[config.mk]
export PLATFORM = sky130hd
export DESIGN_NAME = fhhc_ctrl
export DESIGN_NICKNAME = d
export VERILOG_FILES = /design/src/fhhc_pkg.sv /design/src/fhhc_ctrl.sv
export VERILOG_INCLUDE_DIRS = /design/src /design/src/src
export SDC_FILE = /design/constraint.sdc
export NUM_CORES = 1
export LEC_CHECK = 0
export BUFFER_PORTS_ARGS = -buffer_cell sky130_fd_sc_hd__buf_2
export CORE_ASPECT_RATIO = 2
export CORE_MARGIN = 5
export CORE_UTILIZATION = 50
export DETAILED_ROUTE_END_ITERATION = 7
export PLACE_DENSITY = 0.67
export SLEW_MARGIN = 20
export SYNTH_ARGS = -nofsm -noshare
export SYNTH_HDL_FRONTEND = slang
export SYNTH_SLANG_ARGS = --single-unit
[constraint.sdc]
create_clock -name aclk -period 6.1 [get_ports aclk]
set_clock_uncertainty 0.05 [all_clocks]
set_input_delay 0.61 -clock aclk [delete_from_list [all_inputs] [get_ports aclk]]
set_output_delay 0.61 -clock aclk [all_outputs]
set_load 0.02 [all_outputs]
[src/flow_heavy_hitter_counter_top_assert.svh]
// assertion macros of the flow heavy hitter counter, used by the controller
// no dependencies; included by the files that carry assertions
`ifndef FLOW_HEAVY_HITTER_COUNTER_TOP_ASSERT_SVH
`define FLOW_HEAVY_HITTER_COUNTER_TOP_ASSERT_SVH

// same-cycle implication, disabled while in reset
`define FHHC_ASSERT_IMP(lbl, clk, rstn, ante, cons) \
    lbl: assert property (@(posedge clk) disable iff (!rstn) (ante) |-> (cons)) \
        else $error("fhhc check failed");

// next-cycle implication, disabled while in reset
`define FHHC_ASSERT_NXT(lbl, clk, rstn, ante, cons) \
    lbl: assert property (@(posedge clk) disable iff (!rstn) (ante) |=> (cons)) \
        else $error("fhhc check failed");

`endif

[src/fhhc_pkg.sv]
// shared types and constants of the flow heavy hitter counter
// no dependencies; imported by the controller, datapath and top level
package fhhc_pkg;

    // input command codes
    localparam logic CMD_COUNT = 1'b0;
    localparam logic CMD_EPOCH = 1'b1;

    // hash constants
    localparam logic [31:0] HASH_SEED = 32'h0000_0001;
    localparam logic [31:0] HASH_C1   = 32'hcc9e_2d51;
    localparam logic [31:0] HASH_C2   = 32'h1b87_3593;
    localparam logic [31:0] HASH_MIX  = 32'he654_6b64;
    localparam logic [31:0] HASH_F1   = 32'h85eb_ca6b;
    localparam logic [31:0] HASH_F2   = 32'hc2b2_ae35;

    localparam logic [31:0] THRESHOLD_RESET = 32'd1000;
    localparam logic [31:0] COUNT_MAX       = 32'hffff_ffff;

    // datapath operations issued by the controller
    typedef enum logic [4:0] {
        OP_NONE,
        OP_ACCEPT,
        OP_EPOCH,
        OP_LOAD_B0,
        OP_LOAD_B1,
        OP_LOAD_TAIL,
        OP_MUL_C1,
        OP_ROT_C2,
        OP_MIX,
        OP_XOR_TAIL,
        OP_FIN1,
        OP_FIN2,
        OP_FIN3,
        OP_MOD,
        OP_BASE,
        OP_READ,
        OP_CMP,
        OP_UPD,
        OP_INIT_WR,
        OP_EPOCH_WR
    } fhhc_op_t;

    // status back to the controller
    typedef struct packed {
        logic hit;
        logic out_busy;
    } fhhc_sts_t;

endpackage

[src/fhhc_ctrl.sv]
// controller: sequences hashing, bucket search, update, epoch and clearing sweeps
// depends on fhhc_pkg and the assertion macro header
`include "flow_heavy_hitter_counter_top_assert.svh"

module fhhc_ctrl import fhhc_pkg::*; #(
    parameter int TABLE_ENTRIES = 1024,
    parameter int WAYS          = 8,
    parameter int KEY_BITS      = 64
) (
    input  logic                               aclk,
    input  logic                               aresetn,
    input  logic                               s_tvalid,
    input  logic                               s_cmd,
    output logic                               s_tready,
    input  fhhc_sts_t                          sts_i,
    output fhhc_op_t                           op_o,
    output logic [$clog2(2*TABLE_ENTRIES)-1:0] cnt_o
);

    localparam int AW        = $clog2(2 * TABLE_ENTRIES);
    localparam int KEY_BYTES = (KEY_BITS + 7) / 8;
    localparam int NBLK      = KEY_BYTES / 4;
    localparam int TAILN     = KEY_BYTES % 4;

    typedef enum logic [19:0] {
        S_INIT = 20'h00001,
        S_IDLE = 20'h00002,
        S_B0   = 20'h00004,
        S_C1   = 20'h00008,
        S_C2   = 20'h00010,
        S_MIX  = 20'h00020,
        S_TL   = 20'h00040,
        S_TC1  = 20'h00080,
        S_TC2  = 20'h00100,
        S_TX   = 20'h00200,
        S_F1   = 20'h00400,
        S_F2   = 20'h00800,
        S_F3   = 20'h01000,
        S_MOD  = 20'h02000,
        S_BASE = 20'h04000,
        S_RD   = 20'h08000,
        S_CMP  = 20'h10000,
        S_UPD  = 20'h20000,
        S_CLR  = 20'h40000,
        S_OUT  = 20'h80000
    } fhhc_state_t;

    fhhc_state_t   state_reg, state_next;
    logic [AW-1:0] cnt_reg, cnt_next;
    logic          blk_reg, blk_next;

    // next state and operation
    always_comb begin
        state_next = state_reg;
        cnt_next   = cnt_reg;
        blk_next   = blk_reg;
        op_o       = OP_NONE;
        s_tready   = 1'b0;
        unique case (state_reg)
            S_INIT: begin
                op_o = OP_INIT_WR;
                if (cnt_reg == AW'(2*TABLE_ENTRIES-1)) begin
                    cnt_next   = '0;
                    state_next = S_IDLE;
                end else begin
                    cnt_next = cnt_reg + AW'(1);
                end
            end
            S_IDLE: begin
                s_tready = 1'b1;
                if (s_tvalid) begin
                    cnt_next = '0;
                    blk_next = 1'b0;
                    if (s_cmd == CMD_EPOCH) begin
                        op_o       = OP_EPOCH;
                        state_next = S_CLR;
                    end else begin
                        op_o       = OP_ACCEPT;
                        state_next = S_B0;
                    end
                end
            end
            S_B0: begin
                op_o       = blk_reg ? OP_LOAD_B1 : OP_LOAD_B0;
                state_next = S_C1;
            end
            S_C1: begin
                op_o       = OP_MUL_C1;
                state_next = S_C2;
            end
            S_C2: begin
                op_o       = OP_ROT_C2;
                state_next = S_MIX;
            end
            S_MIX: begin
                op_o = OP_MIX;
                if (blk_reg == 1'(NBLK-1)) begin
                    state_next = (TAILN != 0) ? S_TL : S_F1;
                end else begin
                    blk_next   = 1'b1;
                    state_next = S_B0;
                end
            end
            S_TL: begin
                op_o       = OP_LOAD_TAIL;
                state_next = S_TC1;
            end
            S_TC1: begin
                op_o       = OP_MUL_C1;
                state_next = S_TC2;
            end
            S_TC2: begin
                op_o       = OP_ROT_C2;
                state_next = S_TX;
            end
            S_TX: begin
                op_o       = OP_XOR_TAIL;
                state_next = S_F1;
            end
            S_F1: begin
                op_o       = OP_FIN1;
                state_next = S_F2;
            end
            S_F2: begin
                op_o       = OP_FIN2;
                state_next = S_F3;
            end
            S_F3: begin
                op_o       = OP_FIN3;
                cnt_next   = '0;
                state_next = S_MOD;
            end
            // bucket quotient, then remainder
            S_MOD: begin
                op_o = OP_MOD;
                if (cnt_reg[0]) begin
                    cnt_next   = '0;
                    state_next = S_BASE;
                end else begin
                    cnt_next = cnt_reg + AW'(1);
                end
            end
            S_BASE: begin
                op_o       = OP_BASE;
                state_next = S_RD;
            end
            S_RD: begin
                op_o       = OP_READ;
                state_next = S_CMP;
            end
            S_CMP: begin
                op_o = OP_CMP;
                if (sts_i.hit || cnt_reg == AW'(WAYS-1)) begin
                    state_next = S_UPD;
                end else begin
                    cnt_next   = cnt_reg + AW'(1);
                    state_next = S_RD;
                end
            end
            S_UPD: begin
                op_o       = OP_UPD;
                state_next = S_OUT;
            end
            S_CLR: begin
                op_o = OP_EPOCH_WR;
                if (cnt_reg == AW'(TABLE_ENTRIES-1)) begin
                    cnt_next   = '0;
                    state_next = S_OUT;
                end else begin
                    cnt_next = cnt_reg + AW'(1);
                end
            end
            S_OUT: begin
                if (!sts_i.out_busy) begin
                    state_next = S_IDLE;
                end
            end
            default: begin
                state_next = S_IDLE;
            end
        endcase
    end

    // state registers
    always_ff @(posedge aclk) begin
        if (!aresetn) begin
            state_reg <= S_INIT;
            cnt_reg   <= '0;
            blk_reg   <= 1'b0;
        end else begin
            state_reg <= state_next;
            cnt_reg   <= cnt_next;
            blk_reg   <= blk_next;
        end
    end

    assign cnt_o = cnt_reg;

    // memory writes only from update or clearing states
    `FHHC_ASSERT_IMP(a_write_state, aclk, aresetn,
        (op_o == OP_UPD || op_o == OP_INIT_WR || op_o == OP_EPOCH_WR),
        (state_reg == S_UPD || state_reg == S_INIT || state_reg == S_CLR))
    // a matching way ends the bucket search
    `FHHC_ASSERT_NXT(a_hit_update, aclk, aresetn,
        (state_reg == S_CMP && sts_i.hit), (state_reg == S_UPD))
    // an epoch transfer starts the clearing sweep
    `FHHC_ASSERT_NXT(a_epoch_clear, aclk, aresetn,
        (s_tvalid && s_tready && s_cmd == CMD_EPOCH), (state_reg == S_CLR && cnt_reg == '0))

endmodule

==> results_tabular.tex <==
\begin{tabular}{lr}
\hline
Metric & Value \\
\hline
\multicolumn{2}{l}{\textbf{Pwr}} \\
\quad Switch Pwr & 0.000122 W \\
\quad Relative contribution of sequential cells to total power & 46.0\% \\
\quad Fraction of power consumed by the clock network & 34.5\% \\
\quad Sw frac & 28.4\% \\
\quad Design internal power & 0.000307 W \\
\quad Power density over the cells & 208 mW/mm\^{}2 \\
\quad Maximum VDD drop & 0.000125 V \\
\quad Static Leak & 0.749 nW \\
\quad Combinational group share of total power & 19.5\% \\
\multicolumn{2}{l}{\textbf{Placed design}} \\
\quad DP HPWL & 4650 um \\
\quad Gpl congestion & 1.01 \\
\quad Placed cells & 298 \\
\quad IO Port Bufs & 22 \\
\multicolumn{2}{l}{\textbf{Critical path}} \\
\quad Startpoint type of the worst setup path & register \\
\quad CP Data Required Time & 5.44 ns \\
\quad Arr. time, crit path & 2.76 ns \\
\quad Maximum net fanout on the critical path & 7 \\
\quad Kind of cell adding the most delay to the critical path & simple AND/OR/NAND/NOR gates \\
\quad Critical Path End Type & output pin \\
\quad Crit-path cells & or4\_1, nor3\_1, nand4b\_1, nor2\_1, a311oi\_1, o2111ai\_1, buf\_2 \\
\quad Critical-path top delay cell & sky130\_fd\_sc\_hd\_\_nor3\_1 \\
\quad Worst path max stage delay & 0.62 ns \\
\quad Buffers \& Inverters on Critical Path & 1 \\
\quad Category of the critical setup timing path & reg2out \\
\multicolumn{2}{l}{\textbf{Yosys}} \\
\quad Post-Syn Nets & 240 \\
\quad Share of synthesized area occupied by flip-flops and latches & 30.2\% \\
\quad Area contributors post-synth & sky130\_fd\_sc\_hd\_\_dfxtp\_1 30\%, sky130\_fd\_sc\_hd\_\_nor2\_1 4.4\%, sky130\_fd\_sc\_hd\_\_nand3\_1 3.8\%, sky130\_fd\_sc\_hd\_\_nor3\_1 3.2\%, sky130\_fd\_sc\_hd\_\_nand2\_1 3.0\% \\
\quad Warnings, synthesis & 0 \\
\quad Proportion of register bits with asynchronous set or reset after synthesis & 0\% \\
\quad Post-synth EDFFs & 0 \\
\quad Per-instance average area after synthesis & 8.00 um\^{}2 \\
\quad Post-synthesis cell count & 232 \\
\quad Count of state elements after synthesis & 28 \\
\quad Dominant register cell in the synthesized netlist & sky130\_fd\_sc\_hd\_\_dfxtp\_1 \\
\quad Distinct cell type count of the synthesized netlist & 59 \\
\quad Post-synth design cell area & 0.00186 mm\^{}2 \\
\quad Cell type with the highest aggregate area in the netlist & sky130\_fd\_sc\_hd\_\_dfxtp\_1 \\
\quad Post-synth top area share & 30.2\% \\
\multicolumn{2}{l}{\textbf{Die}} \\
\quad Horizontal die dimension & 53.1 um \\
\quad Starting utilization of the core area & 51.5\% \\
\quad Total I/O pin count & 23 \\
\quad FP Rows & 31 \\
\quad Die height & 96.2 um \\
\quad Placeable Area & 0.00361 mm\^{}2 \\
\quad Floorplan die area & 0.00511 mm\^{}2 \\
\multicolumn{2}{l}{\textbf{Final layout}} \\
\quad Diode count & 0 \\
\quad Flip-flop count of the largest register, all copies and words added & 16 \\
\quad Fraction of final layout cells with drive strength greater than 1 & 16.2\% \\
\quad Most frequent cells in the layout & 28 x sky130\_fd\_sc\_hd\_\_dfxtp\_1, 22 x sky130\_fd\_sc\_hd\_\_nor2\_1, 22 x sky130\_fd\_sc\_hd\_\_buf\_2, 15 x sky130\_fd\_sc\_hd\_\_nand2\_1, 14 x sky130\_fd\_sc\_hd\_\_nand3\_1 \\
\quad Most frequent standard cell in the layout excluding fill and tap cells & sky130\_fd\_sc\_hd\_\_dfxtp\_1 \\
\quad Final-stage net count & 262 \\
\quad Area taken by multi-input logic gates & 0.00122 mm\^{}2 \\
\quad FF/Latch Area & 561 um\^{}2 \\
\quad Synth-to-Final Area Change & 11.1\% \\
\quad Number of standard cells in the layout, taps in and fillers out & 302 \\
\quad Total of fill cells in the finished design & 366 \\
\multicolumn{2}{l}{\textbf{Timing}} \\
\quad Max Slew Vio Count & 0 \\
\quad Remaining max-slew budget at the tightest pin & 43.8\% \\
\quad Tightest hold margin & 0.493 ns \\
\quad Final-layout setup total negative slack & 0 ns \\
\quad Final Cycle Share & 56.0\% \\
\quad Setup violators final & 0 \\
\quad Endpoints failing hold & 0 \\
\quad Unrepaired setup endpoints after global routing & false \\
\quad Fmax & 0.293 GHz \\
\quad Slew at the pin closest to its max-slew limit & 0.835 ns \\
\quad Final critical delay including setup and external delays & 3.42 ns \\
\multicolumn{2}{l}{\textbf{Clock tree}} \\
\quad Bufs on Longest Clock Path & 2 \\
\quad Number of buffers inserted to repair setup after CTS & 0 \\
\quad Total clock sinks & 28 \\
\quad Number of buffers inserted by hold repair at cts & 0 \\
\quad Clock root buffer & sky130\_fd\_sc\_hd\_\_clkbuf\_8 \\
\quad Inserted Clock Buffers & 3 \\
\quad Worst-path clk slew & 0.10 ns \\
\quad Source-to-sink clock delay at the later pin of the worst-skew pair & 0.28 ns \\
\quad H-tree depth reported by CTS & 1 \\
\quad CTS tree & built \\
\quad Post-cts gate resize count & 0 \\
\multicolumn{2}{l}{\textbf{Global route}} \\
\quad Grt ovf & 0 \\
\quad GR Layer Usage met3 & 2.17\% \\
\quad Antenna violations before repair & 0 \\
\quad GRT Util Overall & 25.1\% \\
\quad Met1 track demand over resource in global routing & 23.9\% \\
\quad First-pass GRT wire length & 9310 um \\
\quad Met2 Use GR & 46.7\% \\
\quad Number of global-route vias before repair & 1,934 \\
\quad Maximum number of pins on one net before global-route repair & 19 \\
\quad Most used routing layer in global routing & met2 \\
\multicolumn{2}{l}{\textbf{Routing}} \\
\quad Total DRC errors in the routed layout & 0 \\
\quad Number of antenna-violating nets in the routed design & 0 \\
\quad Pre-antenna DRT Iters & 4 \\
\quad Via-per-instance ratio & 6.61 \\
\quad Wire length per cell & 19.6 um \\
\quad Count of vias placed by the detailed router & 1,995 \\
\quad Initial DRC count & 78 \\
\quad WL final & 5910 um \\
\multicolumn{2}{l}{\textbf{Run}} \\
\quad Number of max-cap violations & 0 \\
\multicolumn{2}{l}{\textbf{Outcome}} \\
\quad Result of the run & finished clean \\
\multicolumn{2}{l}{\textbf{Hold path}} \\
\quad Hold/Removal Path Class & reg2reg \\
\hline
\end{tabular}
==> Yosys cell counts (all sizes together) (4+ instances only) <==
library cell	count
a211oi	5
a21oi	9
and2	5
and4	4
dfxtp	28
inv	9
nand2	15
nand2b	6
nand3	14
nand4	7
nor2	22
nor2b	7
nor3	12
nor4	10
o2111ai	4
o21ai	11
o31ai	4
or4	7
==> logic make-up (layout without fill, tap and decap cells) <==
| group | after synthesis | after routing | share of synthesized area (%) |
|---|---|---|---|
| adders and majority gates | 2 | 2 | 1.35 |
| xor gates and xnor gates | 5 | 5 | 2.36 |
| and+or+nand+nor | 126 | 126 | 40.0 |
| DFF | 28 | 28 | 30.2 |
| muxes | 1 | 1 | 0.539 |
| AOI/OAI and AO/OA | 55 | 55 | 21.3 |
| buffers and inverters | 15 | 36 | 4.24 |
==> routing by layer <==
layer | vias up | wire, um
li1 | 946 | -
met1 | 916 | 2020
met2 | 96 | 3180
met3 | 37 | 231
met4 | 0 | 481
met5 | - | 0
==> worst reg2reg max path, stage by stage, from the launching register on <==
cell	delay, ns
sky130_fd_sc_hd__dfxtp_1	0.40
sky130_fd_sc_hd__or4_1	0.62
sky130_fd_sc_hd__nor3_1	0.62
sky130_fd_sc_hd__nand2b_1	0.12
sky130_fd_sc_hd__a311oi_1	0.69
sky130_fd_sc_hd__or3b_1	0.40
sky130_fd_sc_hd__a211oi_1	0.24
==> final timing paths <==
path / from / endpoint / slack [ns] / cells after the start
max: state_reg[16] / op_o[0] / 2.68 / 7
min reg2reg: blk_reg / state_reg[10] / 0.49 / 1
max reg2reg: state_reg[16] / cnt_o[4] / 2.88 / 6
min: blk_reg / state_reg[10] / 0.49 / 1
==> layout make-up <==
type / instances / share of cell area [%]
Timing Repair Buffer: 23 / 5.70
Clock buffer: 3 / 2.00
Sequential cell: 28 / 27.2
Tap cell: 49 / 2.97
Multi-Input combinational cell: 189 / 59.0
Inverter: 9 / 1.64
Clock inverter: 1 / 1.46
==> per-stage QoR <==
stage / setup WS (ns) / utilization [%] / area, um^2 / total power [W]
global placement: 2.94 / 55.2 / 1990 / 0.000283
global route: 2.56 / 57.2 / 2060 / 0.000448
detailed placement: 2.92 / 55.2 / 1990 / 0.000284
floorplan: 3.19 / - / 1860 / 0.000263
CTS: 2.71 / 57.2 / 2060 / 0.000432
finish: 2.68 / 57.2 / 2060 / 0.000429
==> power groups by stage <==
stage / Sequential [W] / Combinational [W] / Clock (W)
after floorplan: 0.000206 / 0.0000564 / 0
after global placement: 0.000201 / 0.0000824 / 0
after detailed placement: 0.000202 / 0.0000827 / 0
after CTS: 0.000197 / 0.0000833 / 0.000151
after global routing: 0.000199 / 0.0000915 / 0.000158
final: 0.000197 / 0.0000834 / 0.000148
No activity file was read; power rests on OpenSTA's default activity.
